## src/design/e2q_pkg.sv

```systemverilog
`timescale 1ns / 1ps
package e2q_pkg;

    typedef struct packed {
        logic signed [15:0] roll_angle;
        logic signed [15:0] pitch_angle;
        logic signed [15:0] yaw_angle;
    } t_e2q_in;

    typedef struct packed {
        logic signed [15:0] quat_w;
        logic signed [15:0] quat_x;
        logic signed [15:0] quat_y;
        logic signed [15:0] quat_z;
    } t_e2q_out;

    localparam int TAB_LEN = 24;
    localparam int HALF_FRAC = 14;
    localparam int Q30_FRAC = 30;
    localparam logic signed [17:0] ONE_Q14 = 18'sd16384;

    localparam logic [31:0] ATAN_Q30 [TAB_LEN] = '{
        32'h3243F6A8, 32'h1DAC6705, 32'h0FADBAFC, 32'h07F56EA6, 32'h03FEAB76, 32'h01FFD55B,
        32'h00FFFAAA, 32'h007FFF55, 32'h003FFFEA, 32'h001FFFFD, 32'h000FFFFF, 32'h0007FFFF,
        32'h0003FFFF, 32'h0001FFFF, 32'h0000FFFF, 32'h00007FFF, 32'h00003FFF, 32'h00001FFF,
        32'h00000FFF, 32'h000007FF, 32'h000003FF, 32'h000001FF, 32'h000000FF, 32'h0000007F
    };
    localparam logic [31:0] GAIN_Q30 = 32'h26DD3B6A;
    localparam logic [31:0] PI_Q30 = 32'hC90FDAA2;
    localparam logic [31:0] HALF_PI_Q30 = 32'h6487ED51;

    // round half up of a Q30 constant to nb fractional bits
    function automatic logic signed [39:0] q30_to(input logic [31:0] v, input int nb);
        logic signed [39:0] w;
        begin
            w = $signed({8'd0, v});
            q30_to = (w + (40'sd1 <<< (Q30_FRAC - nb - 1))) >>> (Q30_FRAC - nb);
        end
    endfunction

endpackage

```

## src/design/e2q_cordic.sv

```systemverilog
`timescale 1ns / 1ps
module e2q_cordic #(
    parameter int CORDIC_STAGES = 16,
    parameter int ANGLE_BITS = 16
) (
    input  logic                i_clk,
    input  logic                i_en,
    input  logic signed [15:0]  i_angle,
    output logic signed [15:0]  o_cos,
    output logic signed [15:0]  o_sin
);
    import e2q_pkg::*;

    localparam int NST = (CORDIC_STAGES < TAB_LEN) ? CORDIC_STAGES : TAB_LEN;
    localparam int W = ANGLE_BITS + 4;
    localparam logic signed [W-1:0] PI_C = W'(q30_to(PI_Q30, ANGLE_BITS));
    localparam logic signed [W-1:0] HP_C = W'(q30_to(HALF_PI_Q30, ANGLE_BITS));
    localparam logic signed [W-1:0] GAIN_C = W'(q30_to(GAIN_Q30, ANGLE_BITS));

    logic signed [W-1:0] r_x [NST+1];
    logic signed [W-1:0] r_y [NST+1];
    logic signed [W-1:0] r_z [NST+1];
    logic                r_neg [NST+1];
    logic signed [W-1:0] w_z0;
    logic signed [15:0]  n_cos, n_sin;
    logic signed [15:0]  r_cos, r_sin;

    // half angle as Q.14 rescaled, rounding half up when fewer bits are kept
    if (ANGLE_BITS >= HALF_FRAC) begin : g_z_up
        assign w_z0 = W'(i_angle) <<< (ANGLE_BITS - HALF_FRAC);
    end else begin : g_z_dn
        assign w_z0 = W'((17'(i_angle) + (17'sd1 <<< (HALF_FRAC - ANGLE_BITS - 1)))
                         >>> (HALF_FRAC - ANGLE_BITS));
    end

    // fold into +-pi/2, then one rotation per stage
    always_ff @(posedge i_clk) begin
        if (i_en) begin
            r_x[0] <= GAIN_C;
            r_y[0] <= '0;
            if (w_z0 > HP_C) begin
                r_z[0] <= w_z0 - PI_C;
                r_neg[0] <= 1'b1;
            end else if (w_z0 < -HP_C) begin
                r_z[0] <= w_z0 + PI_C;
                r_neg[0] <= 1'b1;
            end else begin
                r_z[0] <= w_z0;
                r_neg[0] <= 1'b0;
            end
            for (int i = 0; i < NST; i++) begin
                r_neg[i+1] <= r_neg[i];
                if (r_z[i] >= 0) begin
                    r_x[i+1] <= r_x[i] - (r_y[i] >>> i);
                    r_y[i+1] <= r_y[i] + (r_x[i] >>> i);
                    r_z[i+1] <= r_z[i] - W'(q30_to(ATAN_Q30[i], ANGLE_BITS));
                end else begin
                    r_x[i+1] <= r_x[i] + (r_y[i] >>> i);
                    r_y[i+1] <= r_y[i] - (r_x[i] >>> i);
                    r_z[i+1] <= r_z[i] + W'(q30_to(ATAN_Q30[i], ANGLE_BITS));
                end
            end
        end
    end

    // sign fix, round to Q1.14 and clamp
    function automatic logic signed [15:0] fin(input logic signed [W-1:0] v, input logic ng);
        logic signed [W:0] t;
        logic signed [W:0] r;
        begin
            t = ng ? -(W+1)'(v) : (W+1)'(v);
            if (ANGLE_BITS > HALF_FRAC)
                r = (t + ((W+1)'(1) <<< (ANGLE_BITS - HALF_FRAC - 1)))
                    >>> (ANGLE_BITS - HALF_FRAC);
            else
                r = t <<< (HALF_FRAC - ANGLE_BITS);
            if (r > (W+1)'(ONE_Q14)) fin = 16'sd16384;
            else if (r < -(W+1)'(ONE_Q14)) fin = -16'sd16384;
            else fin = r[15:0];
        end
    endfunction

    always_comb begin
        n_cos = fin(r_x[NST], r_neg[NST]);
        n_sin = fin(r_y[NST], r_neg[NST]);
    end

    always_ff @(posedge i_clk) begin
        if (i_en) begin
            r_cos <= n_cos;
            r_sin <= n_sin;
        end
    end

    assign o_cos = r_cos;
    assign o_sin = r_sin;
endmodule

```

## config.mk

```make
export PLATFORM = sky130hd
export DESIGN_NAME = e2q_cordic
export DESIGN_NICKNAME = d
export VERILOG_FILES = /design/src/design/e2q_pkg.sv /design/src/design/e2q_cordic.sv
export SDC_FILE = /design/constraint.sdc
export NUM_CORES = 2
export LEC_CHECK = 0
export BUFFER_PORTS_ARGS = -buffer_cell sky130_fd_sc_hd__buf_2
export CAP_MARGIN = 20
export CORE_MARGIN = 1.5
export CORE_UTILIZATION = 65
export CTS_CLUSTER_DIAMETER = 100
export DETAILED_ROUTE_END_ITERATION = 8
export GPL_ROUTABILITY_DRIVEN = 0
export PLACE_DENSITY = 0.91
export SETUP_SLACK_MARGIN = 0.3
export SLEW_MARGIN = 20
export SYNTH_ARGS = -nofsm -noshare
export SYNTH_HDL_FRONTEND = slang
export SYNTH_SLANG_ARGS = --single-unit
```

## constraint.sdc

```tcl
create_clock -name i_clk -period 7.9 [get_ports i_clk]
set_input_delay 0.79 -clock i_clk [delete_from_list [all_inputs] [get_ports i_clk]]
set_output_delay 0.79 -clock i_clk [all_outputs]
set_load 0.01 [all_outputs]
```

# == After elaboration in Yosys (flattened, before gate mapping) ==
# Memories as Yosys holds them, arrays and structs flattened.
# Cells that the tools add are included.
# totals
mem_count,4
register_bits,32
ram_bits,1037
input_bits,18
out_inout_bits,32
# memory_table
name,words,width,rd,rd_clocked_by_memory_dff,write_ports,line_no,text
r_x,17,20,17,0,17,e2q_cordic.sv:20,logic signed [W-1:0] r_x [NST+1];
r_y,17,20,17,0,17,e2q_cordic.sv:21,logic signed [W-1:0] r_y [NST+1];
r_z,17,20,16,0,17,e2q_cordic.sv:22,logic signed [W-1:0] r_z [NST+1];
r_neg,17,1,17,0,17,e2q_cordic.sv:23,logic r_neg [NST+1];
# op_classes
n_addsub,101
n_bitwise,52
mux,165
magnitude_cmp,22
n_reduce_logical,2
# ops
op,count
$mux W20,50
$ge A20 B1 Y1 const B,16
$mux W1,111
$or A1 B1 Y1,52
$add A21 B3 Y21 const B,2
$mux W21,2
$neg A20 Y21,2
$add A20 B10 Y20,2
$add A20 B11 Y20,2
$add A20 B12 Y20,2
$add A20 B12 Y20 const B,2
$add A20 B13 Y20,2
$add A20 B14 Y20,2
$add A20 B15 Y20,2
$add A20 B16 Y20,2
$add A20 B17 Y20,2
$add A20 B18 Y20,2
$add A20 B19 Y20,2
$add A20 B5 Y20,2
$add A20 B6 Y20,2
$add A20 B7 Y20,2
$add A20 B8 Y20,2
$add A20 B9 Y20,2
$sub A20 B10 Y20,2
other kinds (53),73

# == Logic depth before layout (Yosys ltp) ==
# logic_depth
depth_word,7
depth_mapped,18

# == Worst setup path after synthesis ==
# No wires, ideal clock.
# synth_path
path_kind,input-to-reg
startpoint,input i_en
endpoint,memory r_y[6][18] in the netlist's numbering (data pin)
cell_stages,17
setup_slack_ns,2.880
path_buffers,3
t_arrival_ns,4.763
t_required_ns,7.643
setup_ns,0.257
cell_sequence,clkbuf_1 -> clkbuf_1 -> nand2_1 -> inv_2 -> buf_1 -> nor2_1 -> xnor2_1 -> ha_1 -> a21o_1 -> a211oi_1 -> nor2_1 -> o41ai_1 -> o21ai_0 -> o41a_1 -> a41o_1 -> o41a_1 -> xor2_1
# synth_rtl
item,line_no,text
"start, declared",e2q_cordic.sv:7,"input logic i_en,"
"end, declared",e2q_cordic.sv:21,

==> flow_metrics.env <==
export IMPL_ctsResizeCount=0
export IMPL_yosysUniqueCellTypes=86
export IMPL_synth_area_leader_cell="edfxtp_1"
export IMPL_synth_most_common_cell="edfxtp_1"
export IMPL_cts_sinks=928
export IMPL_finalSetupTns_ns=0
export IMPL_drv_cap=0
export IMPL_worstHoldStart="r_z[13][2]"
export IMPL_grt_pass1_wl_um=274000
export IMPL_fin_skew_ns=0.05659
export IMPL_syn_avg_cell_area_um2=9.931
export IMPL_viasPerCell=6.483
export IMPL_multi_input_area_um2=42000
export IMPL_min_period_ns=5.705
export IMPL_r2r_slack_ns=2.41
export IMPL_criticalPathCategory="input port to flip-flop"
export IMPL_gr_usage_all_layers_pct=29.42
export IMPL_drt_iter0_drc=5482
export IMPL_syn_area_um2=71720
export IMPL_outcome="complete, no violations"
export IMPL_drt_pass1_iter_count=6
export IMPL_grt_ovfl_total=0
export IMPL_core_area_um2=109200
export IMPL_final_nets=8146
export IMPL_startpoint="i_en"
export IMPL_reg2regPathDepth=15
export IMPL_rsz0062_at_grt="no"
export IMPL_cts_tree="done"
export IMPL_grt_max_degree=83
export IMPL_initial_core_util_pct=65.70
export IMPL_finalCritPeriodShare_pct=72.22
export IMPL_htreeDepth=3
export IMPL_whs_endpoint="r_z[14][2]"
export IMPL_fillers=6992
export IMPL_synth_top_area_share_pct=38.86
export IMPL_relSlewSlack_pct=19.70
export IMPL_clk_latency_ns=0.73
export IMPL_detailed_place_hpwl_um=122900
export IMPL_grt_pass1_vias=56225
export IMPL_seq_area_um2=27870
export IMPL_synth_edf_count=928
export IMPL_die_y_um=335.2
export IMPL_cts_inserted_buffers=101
export IMPL_drive_gt1_share_pct=4.638
export IMPL_fmax_ghz=0.1753
export IMPL_final_hold_viol_count=0
export IMPL_slew_violations=0
export IMPL_synth_warnings=0
export IMPL_drc=0
export IMPL_required_ns=8.38
export IMPL_antenna_left=0
export IMPL_portBuffers=49
export IMPL_post_cts_buffers=0
export IMPL_cp_max_fo=67
export IMPL_finalSetupViolCount=0
export IMPL_area_growth_pct=7.251
export IMPL_r2r_end="r_x[4][18]"
export IMPL_wl_per_cell_um=19.13
export IMPL_tightest_slew_ns=1.189
export IMPL_core_rowCount=121
export IMPL_cts_clk_slew_worst_paths_ns=0.06
export IMPL_arrival_ns=6.18
export IMPL_r2r_start="r_z[3][19]"
export IMPL_postSynthCellCount=7222
export IMPL_seq_area_frac_synth_pct=38.86
export IMPL_synth_ff_latch_count=928
export IMPL_hold_class="flip-flop to flip-flop"
export IMPL_holdPathStages=0
export IMPL_cts_root_buf="clkbuf_16"
export IMPL_cts_hold_buf=0
export IMPL_ys_top_cells_by_count="edfxtp_1 (928), ha_1 (815), xnor2_1 (725)"
export IMPL_dieArea_um2=112300
export IMPL_clockBufferDepth=3
export IMPL_yosys_top_cells_area="edfxtp_1 (39%), ha_1 (14%), xnor2_1 (8.9%)"
export IMPL_start_kind="input port"
export IMPL_vias=57234
export IMPL_crit_path_end_kind="flip-flop"
export IMPL_die_x_um=335.2
export IMPL_antenna_found_initial=2
export IMPL_async_reset_ff_share_pct=0
export IMPL_routed_wirelength_um=168900
export IMPL_ys_flop_type="edfxtp_1"
export IMPL_io_pins=50
[how the worst max path moves through the flow]
| stage | endpoint | slack [ns] | cells past startpoint |
|---|---|---|---|
| floorplan | r_y[6][18] | 2.88 | 17 |
| global placement | r_y[7][19] | 1.90 | 14 |
| detailed placement | r_y[7][19] | 1.75 | 14 |
| CTS | r_x[9][18] | 2.37 | 16 |
| global route | r_x[16][18] | 1.88 | 15 |
| finish | r_x[9][18] | 2.19 | 16 |
[through the flow]
stage / worst slack [ns] / utilization, % / area (um^2) / std cells / hold WS [ns]
6_report: 2.195 / 70.47 / 76920 / 8829 / 0.4112
2_1_floorplan: 2.880 / - / 71720 / 7223 / 0.4003
4_1_cts: 2.365 / 70.46 / 76920 / 8828 / 0.3947
5_1_grt: 1.879 / 70.47 / 76920 / 8829 / 0.4082
3_5_place_dp: 1.752 / 67.34 / 73500 / 8642 / 0.4045
3_3_place_gp: 1.903 / 67.34 / 73500 / 8642 / 0.4002
[kinds of logic after synthesis]
logic type	synth area share, %
buf+inv	2.592
compound gates	16.03
mux	0.7746
other cells	0.01047
simple gates	14.40
xor+xnor	11.89
flops	38.86
fa+ha+maj	15.45
[critical path, stage by stage]
cell and delay [ns]:
buf_8 0.36, and2_1 0.73, inv_1 0.13, buf_4 0.27, nand2_1 0.10, o21ai_0 0.16, fa_1 0.48, a21o_1 0.20
a211oi_1 0.23, nor2_1 0.10, o41ai_1 0.97, o21ai_0 0.37, o41a_1 0.40, a41o_1 0.26, o41a_1 0.32, xor2_1 0.14
[metal layers]
layer | track usage, % | up-vias | part of all wire, %
met4 | 14.99 | 0 | 5.4
met2 | 54.00 | 2674 | 51
li1 | - | 26794 | -
met5 | 0 | - | 0
met3 | 4.008 | 745 | 6.4
met1 | 33.22 | 27021 | 37
[cell type report]
| class | count | area share (%) |
|---|---|---|
| Sequential cell | 928 | 36.23 |
| Tap cell | 1476 | 2.401 |
| Inverter | 343 | 1.674 |
| Clock buffer | 120 | 3.406 |
| Multi-Input combinational cell | 5813 | 54.60 |
| Timing Repair Buffer | 82 | 0.6539 |
| Antenna cell | 1 | 0.003253 |
| Clock inverter | 66 | 1.035 |
[registers in the layout, indices dropped and copies added (netlist names)]
register	flops
o_cos	16
r_x	296
r_z	283
r_y	300
o_sin	16
r_neg	17
[placed cells by master (no fill, tap or decap), types with 79 or more instances in the layout]
master / synthesis / routed
a21oi_1: 513 / 513
o21a_1: 114 / 114
clkbuf_16: 0 / 102
a211oi_1: 99 / 99
nand3_1: 188 / 188
nor2b_1: 114 / 114
or3_1: 80 / 80
ha_1: 815 / 815
nand2_1: 420 / 420
inv_1: 338 / 338
edfxtp_1: 928 / 928
xnor2_1: 725 / 725
nor3_1: 266 / 266
nor2_1: 691 / 691
xor2_1: 249 / 249
o21ai_0: 348 / 348
nand2b_1: 93 / 93
a21o_1: 126 / 126
o21bai_1: 79 / 79
and3_1: 79 / 79
Power is not shown: default switching activity piles up to over one toggle a cycle in this logic, so the estimate is an artifact.
